**config.mk**
```make
export PLATFORM = sky130hd
export DESIGN_NAME = hover_integrator_offset_estimator_flat
export DESIGN_NICKNAME = d
export VERILOG_FILES = /design/src/rtl/hioe_pkg.sv /design/src/rtl/hioe_if.sv /design/src/rtl/hover_integrator_offset_estimator.sv /design/src/rtl/hioe_front.sv /design/src/rtl/hioe_queue.sv /design/src/rtl/hioe_back.sv /design/src/flat_wrapper.sv
export VERILOG_INCLUDE_DIRS = /design/src /design/src/rtl
export SDC_FILE = /design/constraint.sdc
export NUM_CORES = 1
export LEC_CHECK = 0
export ABC_CLOCK_PERIOD_IN_PS = 19890
export BUFFER_PORTS_ARGS = -buffer_cell sky130_fd_sc_hd__buf_2
export CAP_MARGIN = 0
export CORE_AREA = 2 2 266 268
export DETAILED_ROUTE_END_ITERATION = 16
export DIE_AREA = 0 0 268 270
export GPL_TIMING_DRIVEN = 1
export HOLD_SLACK_MARGIN = 0.12
export PLACE_DENSITY = 0.54
export SYNTH_ARGS = -nofsm -noshare
export SYNTH_HDL_FRONTEND = slang
export SYNTH_SLANG_ARGS = --single-unit
export TNS_END_PERCENT = 100
```
**constraint.sdc**
```tcl
create_clock -name clock -period 19.89 [get_ports clock]
set_input_delay 5.967 -clock clock [delete_from_list [all_inputs] [get_ports clock]]
set_output_delay 5.967 -clock clock [all_outputs]
set_load 0.02 [all_outputs]
```
**src/rtl/hover_integrator_offset_estimator_assert.svh**
```systemverilog
// Assertion macros used by the hover integrator offset estimator back end.
`ifndef HOVER_INTEGRATOR_OFFSET_ESTIMATOR_ASSERT_SVH
`define HOVER_INTEGRATOR_OFFSET_ESTIMATOR_ASSERT_SVH

// Condition that must hold at every edge out of reset.
`define HIOE_ASSERT_ALWAYS(label, cond, msg) \
   label: assert property (@(posedge clock) disable iff (reset) (cond)) \
      else $error(msg);

// Same-cycle implication.
`define HIOE_ASSERT_IMPLY(label, ante, cons, msg) \
   label: assert property (@(posedge clock) disable iff (reset) (ante) |-> (cons)) \
      else $error(msg);

// Next-cycle implication.
`define HIOE_ASSERT_NEXT(label, ante, cons, msg) \
   label: assert property (@(posedge clock) disable iff (reset) (ante) |=> (cons)) \
      else $error(msg);

`endif

```
**src/rtl/hioe_pkg.sv**
```systemverilog
// Package: constants, types and helpers of the hover integrator offset estimator.
`timescale 1ns / 1ps
`default_nettype none
package hioe_pkg;

   localparam int SETTLE_TICKS = 40;
   localparam int WINDOW_TICKS = 80;
   localparam int LAST_TICK    = SETTLE_TICKS + WINDOW_TICKS;
   localparam int TICK_W       = $clog2(LAST_TICK + 1);

   localparam int DATA_W  = 16;
   localparam int LIMIT_W = 15;
   localparam int SUM_W   = 24;
   localparam int MAG_W   = SUM_W - 1;

   // Divide by the window as a multiply by a rounded-up reciprocal.
   localparam int DIV_SHIFT = MAG_W + $clog2(WINDOW_TICKS);
   localparam int RECIP_W   = MAG_W + 1;
   localparam int PROD_W    = MAG_W + RECIP_W;
   localparam longint unsigned RECIP =
      ((64'd1 << DIV_SHIFT) + WINDOW_TICKS - 1) / WINDOW_TICKS;
   localparam logic [RECIP_W-1:0] RECIP_V = RECIP_W'(RECIP);

   localparam logic [LIMIT_W-1:0] POS_ERR_LIMIT_RST  = LIMIT_W'(2048);
   localparam logic [LIMIT_W-1:0] VEL_SET_LIMIT_RST  = LIMIT_W'(819);
   localparam logic [LIMIT_W-1:0] VEL_MEAS_LIMIT_RST = LIMIT_W'(819);
   localparam logic [LIMIT_W-1:0] VEL_ERR_LIMIT_RST  = LIMIT_W'(410);

   localparam int CSR_INDEX_W = 2;

   typedef enum logic [CSR_INDEX_W-1:0] {
      CSR_POS_ERR_LIMIT,
      CSR_VEL_SET_LIMIT,
      CSR_VEL_MEAS_LIMIT,
      CSR_VEL_ERR_LIMIT
   } csr_index_type;

   localparam logic FUNC_SAMPLE = 1'b0;
   localparam logic FUNC_REARM  = 1'b1;

   typedef struct packed {
      logic                     func;
      logic                     stable;
      logic signed [DATA_W-1:0] integrator;
   } hioe_item_type;

   typedef struct packed {
      logic          valid;
      hioe_item_type item;
   } hioe_push_type;

   typedef struct packed {
      logic                     ready;
      logic                     have;
      logic signed [SUM_W-1:0]  sum;
      logic signed [DATA_W-1:0] run_min;
      logic signed [DATA_W-1:0] run_max;
      logic signed [DATA_W-1:0] integ;
   } hioe_s1_type;

   typedef struct packed {
      logic                     ready;
      logic                     have;
      logic                     neg;
      logic [PROD_W-1:0]        prod;
      logic [DATA_W-1:0]        spread;
      logic signed [DATA_W-1:0] integ;
   } hioe_s2_type;

   // Magnitude of a 17-bit signed value; callers never pass the most negative code.
   function automatic logic [DATA_W:0] abs17(input logic signed [DATA_W:0] v);
      logic signed [DATA_W:0] n;
      n = -v;
      return v[DATA_W] ? n : v;
   endfunction

endpackage
`default_nettype wire

```
**src/rtl/hioe_if.sv**
```systemverilog
// Interfaces: request and response channels of the offset estimator.
`timescale 1ns / 1ps
`default_nettype none
interface hioe_req_if;
   logic               valid;
   logic               ready;
   logic               func;
   logic signed [15:0] position_error;
   logic signed [15:0] velocity_setpoint;
   logic signed [15:0] velocity_measured;
   logic signed [15:0] integrator;

   modport source (output valid, func, position_error, velocity_setpoint,
                   velocity_measured, integrator, input ready);
   modport sink (input valid, func, position_error, velocity_setpoint,
                 velocity_measured, integrator, output ready);
endinterface

interface hioe_rsp_if;
   logic               valid;
   logic               ready;
   logic               correction_ready;
   logic signed [15:0] correction;
   logic [15:0]        spread;
   logic signed [15:0] adjusted_integrator;
   logic               have_result;

   modport source (output valid, correction_ready, correction, spread,
                   adjusted_integrator, have_result, input ready);
   modport sink (input valid, correction_ready, correction, spread,
                 adjusted_integrator, have_result, output ready);
endinterface
`default_nettype wire

```
**src/rtl/hover_integrator_offset_estimator.sv**
```systemverilog
// Top level of the hover integrator offset estimator.
`timescale 1ns / 1ps
`default_nettype none
// Hover integrator offset estimator. Each request item is one control-loop
// tick: func (0 sample, 1 rearm) plus position error, velocity setpoint,
// measured velocity and loop integrator, all signed Q4.12. Every item gives
// exactly one response item, in order. A tick is stable when |position error|,
// |velocity setpoint|, |measured velocity| and |setpoint - measured| are each
// strictly below their limit register. The first stable tick arms sampling;
// after SETTLE_TICKS further stable ticks the integrator is summed and its
// min and max tracked for WINDOW_TICKS ticks; any unstable tick disarms. On
// the last window tick the response carries correction_ready, the average
// (rounded toward zero), the max-minus-min spread and the integrator minus
// the average saturated to 16 bits; done then latches (have_result) until a
// rearm item. Limits are written through csr_we / csr_index / csr_wdata
// (0 position error, 1 setpoint velocity, 2 measured velocity, 3 velocity
// error; 15 bits); the user must write them only while the block is idle,
// which the block itself leaves unchecked. With rsp.ready high, throughput
// is one item per clock: the front end classifies an item as it is accepted
// and drops it in a two-entry queue, and the back end runs a three-register
// pipeline (state update, reciprocal multiply for the divide by the window,
// saturate and response register). On a response stall req.ready falls
// once the queue holds two items. No clearing pass after reset.
module hover_integrator_offset_estimator import hioe_pkg::*; (
   input  logic                   clock,
   input  logic                   reset,
   input  logic                   csr_we,
   input  logic [CSR_INDEX_W-1:0] csr_index,
   input  logic [LIMIT_W-1:0]     csr_wdata,
   hioe_req_if.sink               req,
   hioe_rsp_if.source             rsp
);

   hioe_push_type push;
   hioe_push_type head;
   logic          full;
   logic          pop;

   // Limit registers and stability check live in the front end.
   hioe_front u_front (
      .clock     (clock),
      .reset     (reset),
      .csr_we    (csr_we),
      .csr_index (csr_index),
      .csr_wdata (csr_wdata),
      .req       (req),
      .full      (full),
      .push      (push)
   );

   // Hold classified items while the back end is stalled.
   hioe_queue u_queue (
      .clock (clock),
      .reset (reset),
      .push  (push),
      .pop   (pop),
      .head  (head),
      .full  (full)
   );

   // Advance the estimator state and build the response.
   hioe_back u_back (
      .clock (clock),
      .reset (reset),
      .q     (head),
      .pop   (pop),
      .rsp   (rsp)
   );

endmodule
`default_nettype wire

```
**src/rtl/hioe_front.sv**
```systemverilog
// Front end: limit registers, item intake and stability classification.
`timescale 1ns / 1ps
`default_nettype none
module hioe_front import hioe_pkg::*; (
   input  logic                   clock,
   input  logic                   reset,
   input  logic                   csr_we,
   input  logic [CSR_INDEX_W-1:0] csr_index,
   input  logic [LIMIT_W-1:0]     csr_wdata,
   hioe_req_if.sink               req,
   input  logic                   full,
   output hioe_push_type          push
);

   logic [LIMIT_W-1:0] pos_lim_ff, pos_lim_in;
   logic [LIMIT_W-1:0] vset_lim_ff, vset_lim_in;
   logic [LIMIT_W-1:0] vmeas_lim_ff, vmeas_lim_in;
   logic [LIMIT_W-1:0] verr_lim_ff, verr_lim_in;
   logic               stable;

   always_comb begin
      pos_lim_in   = pos_lim_ff;
      vset_lim_in  = vset_lim_ff;
      vmeas_lim_in = vmeas_lim_ff;
      verr_lim_in  = verr_lim_ff;
      if (csr_we) begin
         case (csr_index_type'(csr_index))
            CSR_POS_ERR_LIMIT:  pos_lim_in   = csr_wdata;
            CSR_VEL_SET_LIMIT:  vset_lim_in  = csr_wdata;
            CSR_VEL_MEAS_LIMIT: vmeas_lim_in = csr_wdata;
            CSR_VEL_ERR_LIMIT:  verr_lim_in  = csr_wdata;
            default: ;
         endcase
      end
   end

   always_ff @(posedge clock) begin
      if (reset) begin
         pos_lim_ff   <= POS_ERR_LIMIT_RST;
         vset_lim_ff  <= VEL_SET_LIMIT_RST;
         vmeas_lim_ff <= VEL_MEAS_LIMIT_RST;
         verr_lim_ff  <= VEL_ERR_LIMIT_RST;
      end else begin
         pos_lim_ff   <= pos_lim_in;
         vset_lim_ff  <= vset_lim_in;
         vmeas_lim_ff <= vmeas_lim_in;
         verr_lim_ff  <= verr_lim_in;
      end
   end

   // All four magnitudes strictly below their limits.
   always_comb begin
      logic signed [DATA_W:0] vdiff;
      vdiff  = {req.velocity_setpoint[DATA_W-1], req.velocity_setpoint}
             - {req.velocity_measured[DATA_W-1], req.velocity_measured};
      stable = (abs17({req.position_error[DATA_W-1], req.position_error})
                  < {2'b00, pos_lim_ff})
            && (abs17({req.velocity_setpoint[DATA_W-1], req.velocity_setpoint})
                  < {2'b00, vset_lim_ff})
            && (abs17({req.velocity_measured[DATA_W-1], req.velocity_measured})
                  < {2'b00, vmeas_lim_ff})
            && (abs17(vdiff) < {2'b00, verr_lim_ff});
   end

   assign req.ready            = !full;
   assign push.valid           = req.valid && !full;
   assign push.item.func       = req.func;
   assign push.item.stable     = stable;
   assign push.item.integrator = req.integrator;

endmodule
`default_nettype wire

```
**src/rtl/hioe_queue.sv**
```systemverilog
// Two-entry queue between the front end and the estimator back end.
`timescale 1ns / 1ps
`default_nettype none
module hioe_queue import hioe_pkg::*; (
   input  logic          clock,
   input  logic          reset,
   input  hioe_push_type push,
   input  logic          pop,
   output hioe_push_type head,
   output logic          full
);

   hioe_item_type mem_ff [2];
   logic          wr_ptr_ff, wr_ptr_in;
   logic          rd_ptr_ff, rd_ptr_in;
   logic [1:0]    cnt_ff, cnt_in;

   always_comb begin
      wr_ptr_in = wr_ptr_ff ^ push.valid;
      rd_ptr_in = rd_ptr_ff ^ pop;
      cnt_in    = cnt_ff + {1'b0, push.valid} - {1'b0, pop};
   end

   always_ff @(posedge clock) begin
      if (reset) begin
         wr_ptr_ff <= 1'b0;
         rd_ptr_ff <= 1'b0;
         cnt_ff    <= 2'd0;
      end else begin
         wr_ptr_ff <= wr_ptr_in;
         rd_ptr_ff <= rd_ptr_in;
         cnt_ff    <= cnt_in;
      end
   end

   always_ff @(posedge clock) begin
      if (push.valid) begin
         mem_ff[wr_ptr_ff] <= push.item;
      end
   end

   assign head.valid = (cnt_ff != 2'd0);
   assign head.item  = mem_ff[rd_ptr_ff];
   assign full       = (cnt_ff == 2'd2);

endmodule
`default_nettype wire

```
**src/rtl/hioe_back.sv**
```systemverilog
// Back end: estimator state update, window average and response register.
`timescale 1ns / 1ps
`default_nettype none
`include "hover_integrator_offset_estimator_assert.svh"
module hioe_back import hioe_pkg::*; (
   input  logic          clock,
   input  logic          reset,
   input  hioe_push_type q,
   output logic          pop,
   hioe_rsp_if.source    rsp
);

   logic                     adv;
   logic                     armed_ff, armed_in;
   logic                     done_ff, done_in;
   logic [TICK_W-1:0]        tick_ff, tick_in;
   logic signed [SUM_W-1:0]  sum_ff, sum_in;
   logic signed [DATA_W-1:0] min_ff, min_in;
   logic signed [DATA_W-1:0] max_ff, max_in;

   hioe_s1_type s1_ff, s1_in;
   logic        s1_valid_ff;
   hioe_s2_type s2_ff, s2_in;
   logic        s2_valid_ff;

   logic                     rsp_valid_ff;
   logic                     corr_ready_ff;
   logic signed [DATA_W-1:0] correction_ff, correction_in;
   logic [DATA_W-1:0]        spread_ff;
   logic signed [DATA_W-1:0] adj_ff, adj_in;
   logic                     have_ff;

   // The whole back end advances together when the response slot frees.
   assign adv = !rsp_valid_ff || rsp.ready;
   assign pop = adv && q.valid;

   always_comb begin
      logic [TICK_W-1:0]        tick_nx;
      logic signed [SUM_W-1:0]  sum_nx;
      logic signed [DATA_W-1:0] min_nx;
      logic signed [DATA_W-1:0] max_nx;
      tick_nx = tick_ff + 1'b1;
      sum_nx  = sum_ff + SUM_W'(q.item.integrator);
      min_nx  = (q.item.integrator < min_ff) ? q.item.integrator : min_ff;
      max_nx  = (q.item.integrator > max_ff) ? q.item.integrator : max_ff;
      armed_in = armed_ff;
      done_in  = done_ff;
      tick_in  = tick_ff;
      sum_in   = sum_ff;
      min_in   = min_ff;
      max_in   = max_ff;
      s1_in.ready = 1'b0;
      s1_in.have  = done_ff;
      s1_in.integ = q.item.integrator;
      if (q.item.func == FUNC_REARM) begin
         armed_in   = 1'b0;
         done_in    = 1'b0;
         tick_in    = '0;
         sum_in     = '0;
         min_in     = '0;
         max_in     = '0;
         s1_in.have = 1'b0;
      end else if (!done_ff) begin
         if (!q.item.stable) begin
            armed_in = 1'b0;
         end else if (!armed_ff) begin
            armed_in = 1'b1;
            tick_in  = '0;
            sum_in   = '0;
            min_in   = '0;
            max_in   = '0;
         end else begin
            tick_in = tick_nx;
            if (tick_nx > TICK_W'(SETTLE_TICKS)) begin
               sum_in = sum_nx;
               min_in = min_nx;
               max_in = max_nx;
            end
            if (tick_nx >= TICK_W'(LAST_TICK)) begin
               armed_in    = 1'b0;
               done_in     = 1'b1;
               s1_in.ready = 1'b1;
               s1_in.have  = 1'b1;
            end
         end
      end
      s1_in.sum     = sum_in;
      s1_in.run_min = min_in;
      s1_in.run_max = max_in;
   end

   always_ff @(posedge clock) begin
      if (reset) begin
         armed_ff <= 1'b0;
         done_ff  <= 1'b0;
         tick_ff  <= '0;
         sum_ff   <= '0;
         min_ff   <= '0;
         max_ff   <= '0;
      end else if (pop) begin
         armed_ff <= armed_in;
         done_ff  <= done_in;
         tick_ff  <= tick_in;
         sum_ff   <= sum_in;
         min_ff   <= min_in;
         max_ff   <= max_in;
      end
   end

   // Magnitude times reciprocal; the shift happens in the next stage.
   always_comb begin
      logic signed [SUM_W-1:0] nsum;
      logic [MAG_W-1:0]        mag;
      nsum        = -s1_ff.sum;
      mag         = s1_ff.sum[SUM_W-1] ? nsum[MAG_W-1:0] : s1_ff.sum[MAG_W-1:0];
      s2_in.ready = s1_ff.ready;
      s2_in.have  = s1_ff.have;
      s2_in.neg   = s1_ff.sum[SUM_W-1];
      s2_in.prod  = PROD_W'(mag) * PROD_W'(RECIP_V);
      s2_in.spread = DATA_W'(s1_ff.run_max - s1_ff.run_min);
      s2_in.integ = s1_ff.integ;
   end

   // Quotient toward zero, then saturated integrator minus correction.
   always_comb begin
      logic [DATA_W:0]          quo;
      logic signed [DATA_W:0]   corr;
      logic signed [DATA_W+1:0] diff;
      quo  = (DATA_W + 1)'(s2_ff.prod >> DIV_SHIFT);
      corr = s2_ff.neg ? -signed'(quo) : signed'(quo);
      diff = {{2{s2_ff.integ[DATA_W-1]}}, s2_ff.integ} - {corr[DATA_W], corr};
      correction_in = s2_ff.ready ? corr[DATA_W-1:0] : '0;
      if (!s2_ff.ready) begin
         adj_in = s2_ff.integ;
      end else if (diff > 18'sd32767) begin
         adj_in = 16'sh7FFF;
      end else if (diff < -18'sd32768) begin
         adj_in = 16'sh8000;
      end else begin
         adj_in = diff[DATA_W-1:0];
      end
   end

   always_ff @(posedge clock) begin
      if (reset) begin
         s1_valid_ff  <= 1'b0;
         s2_valid_ff  <= 1'b0;
         rsp_valid_ff <= 1'b0;
      end else if (adv) begin
         s1_valid_ff  <= q.valid;
         s2_valid_ff  <= s1_valid_ff;
         rsp_valid_ff <= s2_valid_ff;
      end
   end

   always_ff @(posedge clock) begin
      if (adv) begin
         s1_ff         <= s1_in;
         s2_ff         <= s2_in;
         corr_ready_ff <= s2_ff.ready;
         correction_ff <= correction_in;
         spread_ff     <= s2_ff.ready ? s2_ff.spread : '0;
         adj_ff        <= adj_in;
         have_ff       <= s2_ff.have;
      end
   end

   assign rsp.valid               = rsp_valid_ff;
   assign rsp.correction_ready    = corr_ready_ff;
   assign rsp.correction          = correction_ff;
   assign rsp.spread              = spread_ff;
   assign rsp.adjusted_integrator = adj_ff;
   assign rsp.have_result         = have_ff;

   `HIOE_ASSERT_ALWAYS(a_tick_bound, tick_ff <= TICK_W'(LAST_TICK), "tick count past window end")
   `HIOE_ASSERT_IMPLY(a_done_disarmed, done_ff, !armed_ff, "armed while done is latched")
   `HIOE_ASSERT_IMPLY(a_ready_has, s1_valid_ff && s1_ff.ready, s1_ff.have, "ready without done")
   `HIOE_ASSERT_NEXT(a_rearm_clears, pop && q.item.func == FUNC_REARM, !armed_ff && !done_ff && tick_ff == '0, "rearm left state")

endmodule
`default_nettype wire

```
**src/flat_wrapper.sv**
```systemverilog
// flat-port wrapper written by rule: the top's interface ports become plain ports
module hover_integrator_offset_estimator_flat import hioe_pkg::*;
  (clock, reset, csr_we, csr_index, csr_wdata, req_valid, req_func, req_position_error, req_velocity_setpoint, req_velocity_measured, req_integrator, req_ready, rsp_valid, rsp_correction_ready, rsp_correction, rsp_spread, rsp_adjusted_integrator, rsp_have_result, rsp_ready);
  hioe_req_if req_i ();
  hioe_rsp_if rsp_i ();
  input  logic clock;
  input  logic reset;
  input  logic csr_we;
  input  logic [CSR_INDEX_W-1:0] csr_index;
  input  logic [LIMIT_W-1:0] csr_wdata;
  input wire logic [$bits(req_i.valid)-1:0] req_valid;
  input wire logic [$bits(req_i.func)-1:0] req_func;
  input wire logic [$bits(req_i.position_error)-1:0] req_position_error;
  input wire logic [$bits(req_i.velocity_setpoint)-1:0] req_velocity_setpoint;
  input wire logic [$bits(req_i.velocity_measured)-1:0] req_velocity_measured;
  input wire logic [$bits(req_i.integrator)-1:0] req_integrator;
  output wire logic [$bits(req_i.ready)-1:0] req_ready;
  output wire logic [$bits(rsp_i.valid)-1:0] rsp_valid;
  output wire logic [$bits(rsp_i.correction_ready)-1:0] rsp_correction_ready;
  output wire logic [$bits(rsp_i.correction)-1:0] rsp_correction;
  output wire logic [$bits(rsp_i.spread)-1:0] rsp_spread;
  output wire logic [$bits(rsp_i.adjusted_integrator)-1:0] rsp_adjusted_integrator;
  output wire logic [$bits(rsp_i.have_result)-1:0] rsp_have_result;
  input wire logic [$bits(rsp_i.ready)-1:0] rsp_ready;
  assign req_i.valid = req_valid;
  assign req_i.func = req_func;
  assign req_i.position_error = req_position_error;
  assign req_i.velocity_setpoint = req_velocity_setpoint;
  assign req_i.velocity_measured = req_velocity_measured;
  assign req_i.integrator = req_integrator;
  assign req_ready = req_i.ready;
  assign rsp_valid = rsp_i.valid;
  assign rsp_correction_ready = rsp_i.correction_ready;
  assign rsp_correction = rsp_i.correction;
  assign rsp_spread = rsp_i.spread;
  assign rsp_adjusted_integrator = rsp_i.adjusted_integrator;
  assign rsp_have_result = rsp_i.have_result;
  assign rsp_i.ready = rsp_ready;
  hover_integrator_offset_estimator u_core (.clock(clock), .reset(reset), .csr_we(csr_we), .csr_index(csr_index), .csr_wdata(csr_wdata), .req(req_i), .rsp(rsp_i));
endmodule
```
; Word level (Yosys, flattened, before mapping)
; Memories as Yosys holds them, arrays and structs flattened. A register that Yosys moved wholly into a read port is not among the register bits.
; Cells that the tools add are included.
[totals]
output_inout_bits = 52
ff_bits = 338
elab_cells = 132
ram_bits = 36
mem_count = 1
inputBits = 87
[mem_list]
columns = memory, words, word_bits, read_ports, rd_clocked_by_memory_dff, wr, line_no
row1 = u_core.u_queue.mem_ff, 2, 18, 1, 1, 1, hioe_queue.sv:13  ; hioe_item_type mem_ff [2];
[classes]
muxes = 47
multipliers = 1
n_reduce_logical = 18
eq_ne = 5
magnitude_cmp = 10
n_addsub = 13
n_bitwise = 4
[ops]
columns = operator, n
row1 = 16-bit 2-to-1 mux, 15
row2 = 24-bit 2-to-1 mux, 5
row3 = 17-bit 2-to-1 mux, 5
row4 = 17-bit by 15-bit less-than comparator with 1-bit output, 4
row5 = 16-bit negator with 17-bit output, 3
row6 = "23-bit by 24-bit multiplier with 47-bit output, second input constant", 1
row7 = 17-bit negator, 2
row8 = 7-bit 2-to-1 mux, 4
row9 = 24-bit by 16-bit adder with 24-bit output, 1
row10 = 23-bit 2-to-1 mux, 1
row11 = 23-bit negator, 1
row12 = "18-bit by 16-bit greater-than comparator with 1-bit output, second input constant", 1
row13 = "18-bit by 16-bit less-than comparator with 1-bit output, second input constant", 1
row14 = 16-bit by 17-bit subtractor with 18-bit output, 1
row15 = 16-bit by 16-bit subtractor with 17-bit output, 1
row16 = 16-bit greater-than comparator, 1
row17 = 16-bit less-than comparator, 1
row18 = 1-bit 2-to-1 mux, 16
row19 = 16-bit subtractor, 1
row20 = 2-bit AND reduction, 5
row21 = "7-bit by 1-bit adder with 7-bit output, second input constant", 1
row22 = "7-bit >= comparator, second input constant", 1
row23 = "7-bit by 6-bit greater-than comparator with 1-bit output, second input constant", 1
row24 = "2-bit equality test, second input constant", 3
row25 = other kinds (14), 22

; Logic depth before layout (Yosys ltp)
; Gate-level depths: netlist of run 1.
[depth]
ltp_word = 7
depth_mapped = 30
ltp_nobuf = 30

; By module
; A second synthesis of run 1 with hierarchy kept.
[hier_totals]
hier_cells = 2814
hier_area_um2 = 27587.7
[modules_own_cells]
columns = mod, area_each_um2, instances, cells_each
row1 = hioe_back, 20234.4, 1, 1962
row2 = hioe_front, 5801.8, 1, 777
row3 = hioe_queue, 1551.5, 1, 75

; Worst setup path after synthesis of run 1
; Ideal clock, no wire load.
[synth_path]
kind = in2reg
startpoint = in rsp_ready
endpoint = reg u_core.u_queue.cnt_ff[1]
stages = 11
t_arrival_ps = 11733
setup_slack_ps = 8029
required_ps = 19762
setup_time_ps = 128
path_cell_list = nor2b_1 -> inv_1 -> o21ai_1 -> clkinv_1 -> clkbuf_1 -> ha_1 -> inv_1 -> ha_1 -> xor2_1 -> xnor2_1 -> nor2_1
[synth_via]
elab_chain_len = 3
[synth_rtl]
columns = element, line_no
row1 = start: declaration, flat_wrapper.sv:24  ; input wire logic [$bits(rsp_i.ready)-1:0] rsp_ready;
row2 = 1-bit logical OR, hioe_back.sv:34  ; assign adv = !rsp_valid_ff || rsp.ready;
row3 = net u_core.u_back.adv, hioe_back.sv:13  ; logic adv;
row4 = 1-bit logical AND, hioe_back.sv:35  ; assign pop = adv && q.valid;
row5 = net u_core.pop, hover_integrator_offset_estimator.sv:37  ; logic pop;
row6 = 2-bit by 1-bit subtractor with 2-bit output, hioe_queue.sv:21  ; cnt_in = cnt_ff + {1'b0, push.valid} - {1'b0, pop};
row7 = end signal: assignment, hioe_queue.sv:32  ; cnt_ff <= cnt_in;
row8 = end: declaration, hioe_queue.sv:16  ; logic [1:0] cnt_ff, cnt_in;
; The timed path passes the listed nets, and every way through them passes these cells.
; A chain may end at the register's enable or synchronous reset.

; Worst setup path after layout of run 1
[layout_path]
startpoint = in req_velocity_setpoint[0]
endpoint = mem u_core.u_queue.mem_ff[0][16] (netlist name) (data pin)
[layout_via]
elab_chain_len = 6
elab_cells_between_ends = 10
classes_between = 3 x add/sub / 2 x order compare / 2 x mux / 3 x reduce/logical
[layout_rtl]
columns = element, line_no
row1 = start: declaration, flat_wrapper.sv:14  ; input wire logic [$bits(req_i.velocity_setpoint)-1:0] req_velocity_setpoint;
row2 = "parallel branches: the longest is 5 deep, another holds 16-bit by 16-bit subtractor with 17-bit output", --
row3 = 1-bit logical AND *, hioe_front.sv:62  ; && (abs17(vdiff) < {2'b00, verr_lim_ff});
row4 = net u_core.u_front.stable, hioe_front.sv:19  ; logic stable;
row5 = end: declaration, hioe_queue.sv:13
; Mark *: on every way through the listed nets, which the timed path passes.

==> load_flow_metrics.sql, run 1 <==
INSERT INTO impl_metrics (metric_group, metric, value, unit) VALUES
('run_status', 'status', 'finished, final reports clean', ''),
('sta', 'timing_hold_violations_final', '0', ''),
('floorplan', 'boundaryPins', '139', ''),
('pwr', 'worst_ir_drop_on_vdd', '0.0000738', 'V'),
('cts', 'cts_tree', 'done', ''),
('pwr', 'pwr-share-seq', '30.6', '%'),
('worst_hold_path', 'min-delay-start', 'u_core.u_back.s1_ff[14]$_DFFE_PP_', ''),
('cells_and_area', 'area_growth_syn_to_layout', '11.0', '%'),
('cts', 'cts.repair_timing.setup_buffer_count', '0', ''),
('cts', 'clock-root-buffer', 'sky130_fd_sc_hd__clkbuf_16', ''),
('floorplan', 'std_cell_rows', '97', ''),
('cells_and_area', 'final-seq-area', '9010', 'um2'),
('pwr', 'clkPwrFrac', '23.4', '%'),
('detailed_routing', 'final_antenna_net_count', '0', ''),
('pwr', 'p_total', '3.08', 'mW'),
('grt', 'total_overflow_reported_by_the_global_router', '0', ''),
('grt', 'global_route_wire_length_before_repair', '111', 'mm'),
('worst_hold_path', 'min_delay_path_depth', '0', ''),
('job', 'cap_violations', '0', ''),
('logic_synthesis', 'synth_seq_cells', '344', ''),
('placement', 'placement.cell_area', '29200', 'um2'),
('cells_and_area', 'multi_input_comb_area', '16500', 'um2'),
('worst_hold_path', 'hold_path.class', 'flip-flop to flip-flop', ''),
('worst_setup_path', 'critical_path_class', 'input port to flip-flop', ''),
('cells_and_area', 'proportion_of_layout_cells_with_a_drive_suffix_above_1', '8.17', '%'),
('detailed_routing', 'postRouteWirelength', '69.2', 'mm'),
('cts', 'clk_pin_slew_worst_paths', '0.06', 'ns'),
('cts', 'worst_skew_pair.late_latency', '0.57', 'ns'),
('worst_setup_path', 'arrival', '11.24', 'ns'),
('placement', 'buffer_ports.inserted', '138', ''),
('detailed_routing', 'drt_pre_antenna_iters', '5', ''),
('worst_setup_path', 'path_cells', 'buf_2 -> inv_1 -> ha_1 -> inv_1 -> fa_1 -> a21o_1 -> a21oi_1 -> o21a_1 -> o211ai_1 -> a311oi_1 -> nor2_1 -> o31ai_1 -> o31ai_1 -> xnor2_1 -> ha_1 -> nor4_1 -> nand4_1 -> a211oi_1 -> o21ai_0 -> nor3_1 -> o221ai_1 -> nor3_1 -> o31ai_1 -> a21oi_1', ''),
('logic_synthesis', 'mappedNetlistArea', '27500', 'um2'),
('cells_and_area', 'nFillCells', '6665', ''),
('pwr', 'power.net_switching', '1.24', 'mW'),
('logic_synthesis', 'synth-edff-count', '212', ''),
('cts', 'cts-htree-levels', '2', ''),
('logic_synthesis', 'number_of_unique_standard_cell_types_used_by_synthesis', '86', ''),
('sta', 'max_freq', '92.2', 'MHz'),
('cts', 'post_cts_hold_buffer_count', '0', ''),
('detailed_routing', 'detail_route.wl_per_cell', '17.7', 'um'),
('worst_setup_path', 'slowest_stage', 'sky130_fd_sc_hd__o31ai_1', ''),
('sta', 'slew_headroom', '13.0', '%'),
('logic_synthesis', 'synth_fp_nets', '3420', ''),
('logic_synthesis', 'yosys_warnings', '0', ''),
('sta', 'finalWorstPathRequiredPeriod', '10.85', 'ns'),
('sta', 'fin_crit_sh', '54.5', '%'),
('floorplan', 'die_w', '268', 'um'),
('cells_and_area', 'final_cell_mix', 'sky130_fd_sc_hd__inv_1, sky130_fd_sc_hd__ha_1, sky130_fd_sc_hd__nand2_1', ''),
('grt', 'pin_count_of_the_biggest_net_entering_global_routing', '79', ''),
('sta', 'finalClockSkew', '0.0454', 'ns'),
('cts', 'ctsLongestPathBuffers', '3', ''),
('floorplan', 'dieArea', '72400', 'um2'),
('worst_setup_path', 'path_delay_family', 'compound AO/OA/AOI/OAI gates', ''),
('worst_setup_path', 'worstPathBufferInverterCount', '3', ''),
('worst_setup_path', 'crit_path_end_kind', 'flip-flop', ''),
('floorplan', 'die_h', '270', 'um'),
('sta', 'worst_slew_pin_slew', '1.30', 'ns'),
('worst_setup_path', 'r2r_cells', '27', ''),
('cells_and_area', 'final_design_area_no_fill', '30500', 'um2'),
('placement', 'place_congestion', '0.896', ''),
('grt', 'first_global_vias', '20785', ''),
('worst_setup_path', 'path_common_cell', 'sky130_fd_sc_hd__o31ai_1', ''),
('sta', 'timing.final.setup_violations', '0', ''),
('floorplan', 'initial_utilization', '39.5', '%'),
('floorplan', 'core_region_area', '69500', 'um2'),
('pwr', 'switching_share', '40.2', '%'),
('pwr', 'p_leak', '14.2', 'nW'),
('cts', 'ctsResizeCount', '0', ''),
('placement', 'hpwl', '55.7', 'mm'),
('grt', 'global_route.usage.total', '19.2', '%');
==> metrics by stage <==
stage                     util, %  hold WS (ns)  worst slack [ns]  cells
final                        43.8         0.417              9.04   3919
after global routing         43.8         0.421              8.19   3918
after CTS                    43.8         0.418              8.99   3916
after detailed placement     42.0         0.405              8.38   3844
after global placement       42.0         0.404              8.65   3844
after floorplan                 -         0.400              8.03   2818
==> registers in the layout (all words and copies together), names as in the netlist, 16 cells and up <==
signal                                 flops
u_core.u_back.s1_ff                       74
u_core.u_back.min_ff                      16
u_core.u_queue.mem_ff                     36
u_core.u_back.s2_ff                       52
u_core.u_back.max_ff                      16
u_core.u_back.sum_ff                      24
u_core.u_back.rsp.adjusted_integrator     16
u_core.u_back.rsp.correction              16
u_core.u_back.rsp.spread                  16
==> logic make-up (layout without fill, tap and decap cells) <==
group / after synthesis / in the layout / synth area share [%]
other: 0 / 3 / 0
muxes: 26 / 26 / 0.952
AOI/OAI and AO/OA: 609 / 609 / 15.3
adders and majority gates: 515 / 515 / 27.5
and+or+nand+nor: 643 / 643 / 11.1
xor gates and xnor gates: 168 / 168 / 5.41
DFF: 344 / 344 / 32.8
buffers and inverters: 513 / 671 / 7.06
==> per-layer routing <==
layer	track usage (%)	routed length [um]	vias to the layer above
li1	-	-	10066
met1	25.6	32100	9798
met2	33.0	33200	361
met3	2.87	2820	74
met4	3.95	1050	18
met5	0	100	-
==> power groups by stage <==
| stage | sequential (mW) | combinational [mW] | clock, mW |
|---|---|---|---|
| after floorplan | 0.973 | 1.01 | 0 |
| after global placement | 0.954 | 1.39 | 0 |
| after global routing | 0.953 | 1.61 | 0.771 |
| after detailed placement | 0.957 | 1.42 | 0 |
| final | 0.941 | 1.42 | 0.720 |
| after CTS | 0.942 | 1.43 | 0.744 |
==> cell type report <==
cell class / count / area share, %
Timing Repair Buffer: 152 / 2.61
Sequential cell: 344 / 29.5
Tap cell: 940 / 3.86
Antenna cell: 3 / 0.0246
Inverter: 447 / 5.52
Clock buffer: 52 / 3.53
Clock inverter: 20 / 0.644
Multi-Input combinational cell: 1961 / 54.3
==> worst max path at each step <==
| stage | startpoint | endpoint | slack (ns) | depth (start not counted) |
|---|---|---|---|---|
| floorplan | rsp_ready | u_core.u_queue.cnt_ff[1]$_SDFF_PP0_ | 8.03 | 11 |
| global placement | req_velocity_setpoint[0] | u_core.u_queue.mem_ff[0][16]$_DFFE_PP_ | 8.65 | 24 |
| detailed placement | req_velocity_setpoint[0] | u_core.u_queue.mem_ff[0][16]$_DFFE_PP_ | 8.38 | 24 |
| CTS | req_velocity_setpoint[0] | u_core.u_queue.mem_ff[1][16]$_DFFE_PP_ | 8.99 | 24 |
| global route | req_velocity_setpoint[0] | u_core.u_queue.mem_ff[0][16]$_DFFE_PP_ | 8.19 | 24 |
| finish | req_velocity_setpoint[0] | u_core.u_queue.mem_ff[0][16]$_DFFE_PP_ | 9.04 | 24 |
==> cells in the mapped netlist, types with 12 or more instances <==
library cell | instances | area, um2
sky130_fd_sc_hd__nor3_1 | 34 | 170
sky130_fd_sc_hd__nand2b_1 | 25 | 156
sky130_fd_sc_hd__ha_1 | 368 | 4600
sky130_fd_sc_hd__fa_1 | 147 | 2940
sky130_fd_sc_hd__a22o_1 | 45 | 394
sky130_fd_sc_hd__a221o_1 | 12 | 120
sky130_fd_sc_hd__o2bb2ai_1 | 35 | 307
sky130_fd_sc_hd__a21oi_1 | 150 | 751
sky130_fd_sc_hd__nand2_1 | 238 | 893
sky130_fd_sc_hd__clkbuf_1 | 51 | 191
sky130_fd_sc_hd__dfxtp_1 | 132 | 2640
sky130_fd_sc_hd__nand4_1 | 23 | 144
sky130_fd_sc_hd__xor2_1 | 49 | 429
sky130_fd_sc_hd__and3_1 | 12 | 75.1
sky130_fd_sc_hd__edfxtp_1 | 212 | 6370
sky130_fd_sc_hd__and2_1 | 26 | 163
sky130_fd_sc_hd__xnor2_1 | 117 | 1020
sky130_fd_sc_hd__o21a_1 | 22 | 165
sky130_fd_sc_hd__o21ai_0 | 92 | 460
sky130_fd_sc_hd__inv_1 | 443 | 1660
sky130_fd_sc_hd__nor2b_1 | 23 | 144
sky130_fd_sc_hd__o211ai_1 | 25 | 188
sky130_fd_sc_hd__o31ai_1 | 27 | 203
sky130_fd_sc_hd__nand3_1 | 47 | 235
sky130_fd_sc_hd__a21o_1 | 68 | 510
sky130_fd_sc_hd__mux2i_1 | 25 | 250
sky130_fd_sc_hd__nor2_1 | 148 | 556
sky130_fd_sc_hd__o41ai_1 | 12 | 105
sky130_fd_sc_hd__a31oi_1 | 14 | 87.6
No activity file was read; power rests on OpenSTA's default activity.
==> run 2, diff against run 1 <==
--- a/config.mk
+++ b/config.mk
@@ -6,7 +6,7 @@
 export SDC_FILE = /design/constraint.sdc
 export NUM_CORES = 1
 export LEC_CHECK = 0
-export ABC_CLOCK_PERIOD_IN_PS = 19890
+export ABC_CLOCK_PERIOD_IN_PS = 9300
 export BUFFER_PORTS_ARGS = -buffer_cell sky130_fd_sc_hd__buf_2
 export CAP_MARGIN = 0
 export CORE_AREA = 2 2 266 268
@@ -14,7 +14,7 @@
 export DIE_AREA = 0 0 268 270
 export GPL_TIMING_DRIVEN = 1
 export HOLD_SLACK_MARGIN = 0.12
-export PLACE_DENSITY = 0.54
+export PLACE_DENSITY = 0.56
 export SYNTH_ARGS = -nofsm -noshare
 export SYNTH_HDL_FRONTEND = slang
 export SYNTH_SLANG_ARGS = --single-unit
==> constraint.sdc (replaced) <==
create_clock -name clock -period 9.3 [get_ports clock]
set_input_delay 2.79 -clock clock [delete_from_list [all_inputs] [get_ports clock]]
set_output_delay 2.79 -clock clock [all_outputs]
set_load 0.02 [all_outputs]
==> run 2 against run 1 <==
Net effect: via count rose by 1.1%; setup slack lost 8.5 ns; clock power increased by 130%; hold slack worse by 0.0073 ns; non-clock buffer count is 2 lower; die area stayed put; largest power group unchanged.
==> load_flow_metrics.sql, run 2 (same netlist as run 1, synthesis figures left out) <==
INSERT INTO impl_metrics (metric_group, metric, value, unit) VALUES
('placement', 'pre_cts_ws', '0.534', 'ns'),
('worst_setup_path', 'r2r_setup_slack', '0.52', 'ns'),
('sta', 'timing_hold_violations_final', '0', ''),
('placement', 'buffer_ports.inserted', '138', ''),
('detailed_routing', 'dr_total_vias', '20545', ''),
('sta', 'fin_crit_sh', '94.4', '%'),
('placement', 'hpwl', '56.0', 'mm'),
('worst_setup_path', 'path_delay_family', 'adder cells', ''),
('sta', 'slew_headroom', '12.6', '%'),
('cts', 'cts-htree-levels', '2', ''),
('sta', 'finalWorstPathRequiredPeriod', '8.78', 'ns'),
('detailed_routing', 'final_antenna_net_count', '0', ''),
('detailed_routing', 'postRouteWirelength', '69.9', 'mm'),
('floorplan', 'dieArea', '72400', 'um2'),
('cells_and_area', 'regMostFlops', 'u_core.u_back.s1_ff', ''),
('cts', 'ctsLongestPathBuffers', '3', ''),
('floorplan', 'die_w', '268', 'um'),
('pwr', 'worst_ir_drop_on_vdd', '0.000170', 'V'),
('grt', 'total_overflow_reported_by_the_global_router', '0', ''),
('worst_setup_path', 'cp_data_required_time', '9.60', 'ns'),
('detailed_routing', 'detail_route.drc_violations', '0', ''),
('grt', 'pin_count_of_the_biggest_net_entering_global_routing', '92', ''),
('detailed_routing', 'drt_pre_antenna_iters', '7', ''),
('worst_setup_path', 'timing.critical_path.slowest_cell_delay', '0.58', 'ns'),
('cells_and_area', 'postLayoutCoreUtil', '44.0', '%'),
('cts', 'cts_num_sinks', '344', ''),
('sta', 'final_max_slew_viol_count', '0', ''),
('pwr', 'power.density_cell_area', '218', 'nW/um2'),
('worst_hold_path', 'min-delay-start', 'u_core.u_back.s1_ff[9]$_DFFE_PP_', ''),
('job', 'cap_violations', '0', ''),
('cells_and_area', 'design.final.nets', '3548', ''),
('floorplan', 'std_cell_rows', '97', ''),
('cells_and_area', 'final_cell_mix', 'sky130_fd_sc_hd__inv_1, sky130_fd_sc_hd__ha_1, sky130_fd_sc_hd__nand2_1', ''),
('sta', 'finalWorstSetupSlack', '0.516', 'ns'),
('detailed_routing', 'avgViaCountPerCell', '5.24', ''),
('cells_and_area', 'largestRegisters', 'u_core.u_back.s1_ff: 74 flops, u_core.u_back.s2_ff: 52 flops, u_core.u_queue.mem_ff: 36 flops', ''),
('worst_setup_path', 'path_common_cell', 'sky130_fd_sc_hd__fa_1', ''),
('grt', 'first_global_vias', '21036', ''),
('worst_hold_path', 'hold_path.class', 'flip-flop to flip-flop', ''),
('floorplan', 'die_h', '270', 'um'),
('cells_and_area', 'diodes', '0', ''),
('sta', 'worst_slew_pin_slew', '1.31', 'ns'),
('cts', 'clk_pin_slew_worst_paths', '0.05', 'ns'),
('placement', 'place_congestion', '0.931', ''),
('pwr', 'p_leak', '14.3', 'nW'),
('floorplan', 'initial_utilization', '39.5', '%'),
('sta', 'rsz0062_at_grt', 'no', ''),
('sta', 'finalClockSkew', '0.0314', 'ns'),
('cts', 'cts-buffers-inserted', '42', ''),
('cts', 'cts.repair_timing.setup_buffer_count', '0', ''),
('worst_setup_path', 'critical_path.startpoint_type', 'flip-flop', ''),
('worst_setup_path', 'r2r_start', 'u_core.u_back.s1_ff[53]$_DFFE_PP_', ''),
('sta', 'timing.final.setup_violations', '0', ''),
('cells_and_area', 'mostFrequentLayoutCell', 'sky130_fd_sc_hd__inv_1', ''),
('grt', 'global_route_wire_length_before_repair', '112', 'mm'),
('cts', 'post_cts_hold_buffer_count', '0', ''),
('worst_setup_path', 'arrival', '9.09', 'ns'),
('worst_setup_path', 'r2r_cells', '28', ''),
('worst_hold_path', 'timing.hold.worst_endpoint', 'u_core.u_back.s2_ff[9]$_DFFE_PP_', ''),
('worst_setup_path', 'worstPathBufferInverterCount', '5', ''),
('detailed_routing', 'detail_route.wl_per_cell', '17.8', 'um'),
('cells_and_area', 'area_growth_syn_to_layout', '11.5', '%'),
('grt', 'number_of_antenna_violations_at_the_first_check_in_global_routing', '2', ''),
('cts', 'worst_skew_pair.late_latency', '0.58', 'ns'),
('worst_setup_path', 'crit_start', 'u_core.u_back.s1_ff[53]$_DFFE_PP_', ''),
('detailed_routing', 'drt_iter0_drc', '1117', ''),
('worst_hold_path', 'min_delay_path_depth', '0', ''),
('cts', 'cts_tree', 'done', ''),
('worst_setup_path', 'timing.rr.end', 'u_core.u_back.s2_ff[78]$_DFFE_PP_', ''),
('cells_and_area', 'proportion_of_layout_cells_with_a_drive_suffix_above_1', '8.32', '%'),
('grt', 'global_route.usage.total', '19.4', '%'),
('cts', 'clock-root-buffer', 'sky130_fd_sc_hd__clkbuf_16', ''),
('pwr', 'p_total', '6.67', 'mW'),
('cts', 'ctsResizeCount', '0', ''),
('worst_setup_path', 'critical_path_class', 'flip-flop to flip-flop', ''),
('worst_setup_path', 'slowest_stage', 'sky130_fd_sc_hd__or4_4', ''),
('floorplan', 'boundaryPins', '139', ''),
('worst_setup_path', 'crit_path_end_kind', 'flip-flop', ''),
('cells_and_area', 'largest_register_ffs', '74', ''),
('sta', 'max_freq', '114', 'MHz'),
('floorplan', 'core_region_area', '69500', 'um2'),
('worst_setup_path', 'worst-path-max-fanout', '5', ''),
('run_status', 'status', 'finished, final reports clean', ''),
('sta', 'totalNegativeSetupSlack', '0', 'ns');
-- run 2: cell count changes in the layout (fill, tap and decap cells not counted), moves of 2 or more --
cell / before / now
sky130_fd_sc_hd__buf_4: 14 / 12
sky130_fd_sc_hd__clkbuf_8: 3 / 10
sky130_fd_sc_hd__clkbuf_1: 9 / 12
sky130_fd_sc_hd__clkinv_1: 6 / 2
sky130_fd_sc_hd__clkinv_2: 8 / 4
sky130_fd_sc_hd__clkinv_8: 0 / 2
sky130_fd_sc_hd__diode_2: 3 / 0
sky130_fd_sc_hd__clkbuf_16: 40 / 42
-- run 2: how the worst max path moves through the flow --
| stage | end | slack, ns | depth (start not counted) |
|---|---|---|---|
| after floorplan | u_core.u_queue.cnt_ff[1]$_SDFF_PP0_ | 0.62 | 11 |
| after global placement | u_core.u_back.s2_ff[78]$_DFFE_PP_ | 0.65 | 28 |
| after detailed placement | u_core.u_back.s2_ff[78]$_DFFE_PP_ | 0.53 | 28 |
| after CTS | u_core.u_back.s2_ff[78]$_DFFE_PP_ | 0.50 | 28 |
| after global routing | u_core.u_back.s2_ff[78]$_DFFE_PP_ | 0.03 | 28 |
| final | u_core.u_back.s2_ff[78]$_DFFE_PP_ | 0.52 | 28 |
-- run 2: cell type report --
cell class / instances / area [um2]
clock buffer: 64 / 1230
clock inverter: 14 / 184
timing repair buffer: 150 / 781
sequential: 344 / 9010
inverter: 447 / 1680
multi-input combinational: 1961 / 16500
fill: 6652 / 38900
tap: 940 / 1180
-- run 2: power breakdown --
part	switching (mW)	internal (mW)
logic	1.85	1.15
clock network	0.659	0.982
registers	0.127	1.90
-- run 2: per-layer routing --
layer  vias up  global-route usage, %  part of all wire [%]
li1      10047                      -                     -
met4         0                   4.87                   2.2
met5         -                      0                     0
met2       460                   32.9                    48
met3        91                   1.83                   3.7
met1      9947                   26.5                    47
-- run 2: stage by stage --
step	hold slack (ns)	instances	area, um2
floorplan	0.400	2818	27500
global placement	0.401	3842	29200
detailed placement	0.405	3842	29200
CTS	0.412	3920	30600
global route	0.418	3920	30600
finish	0.410	3920	30600
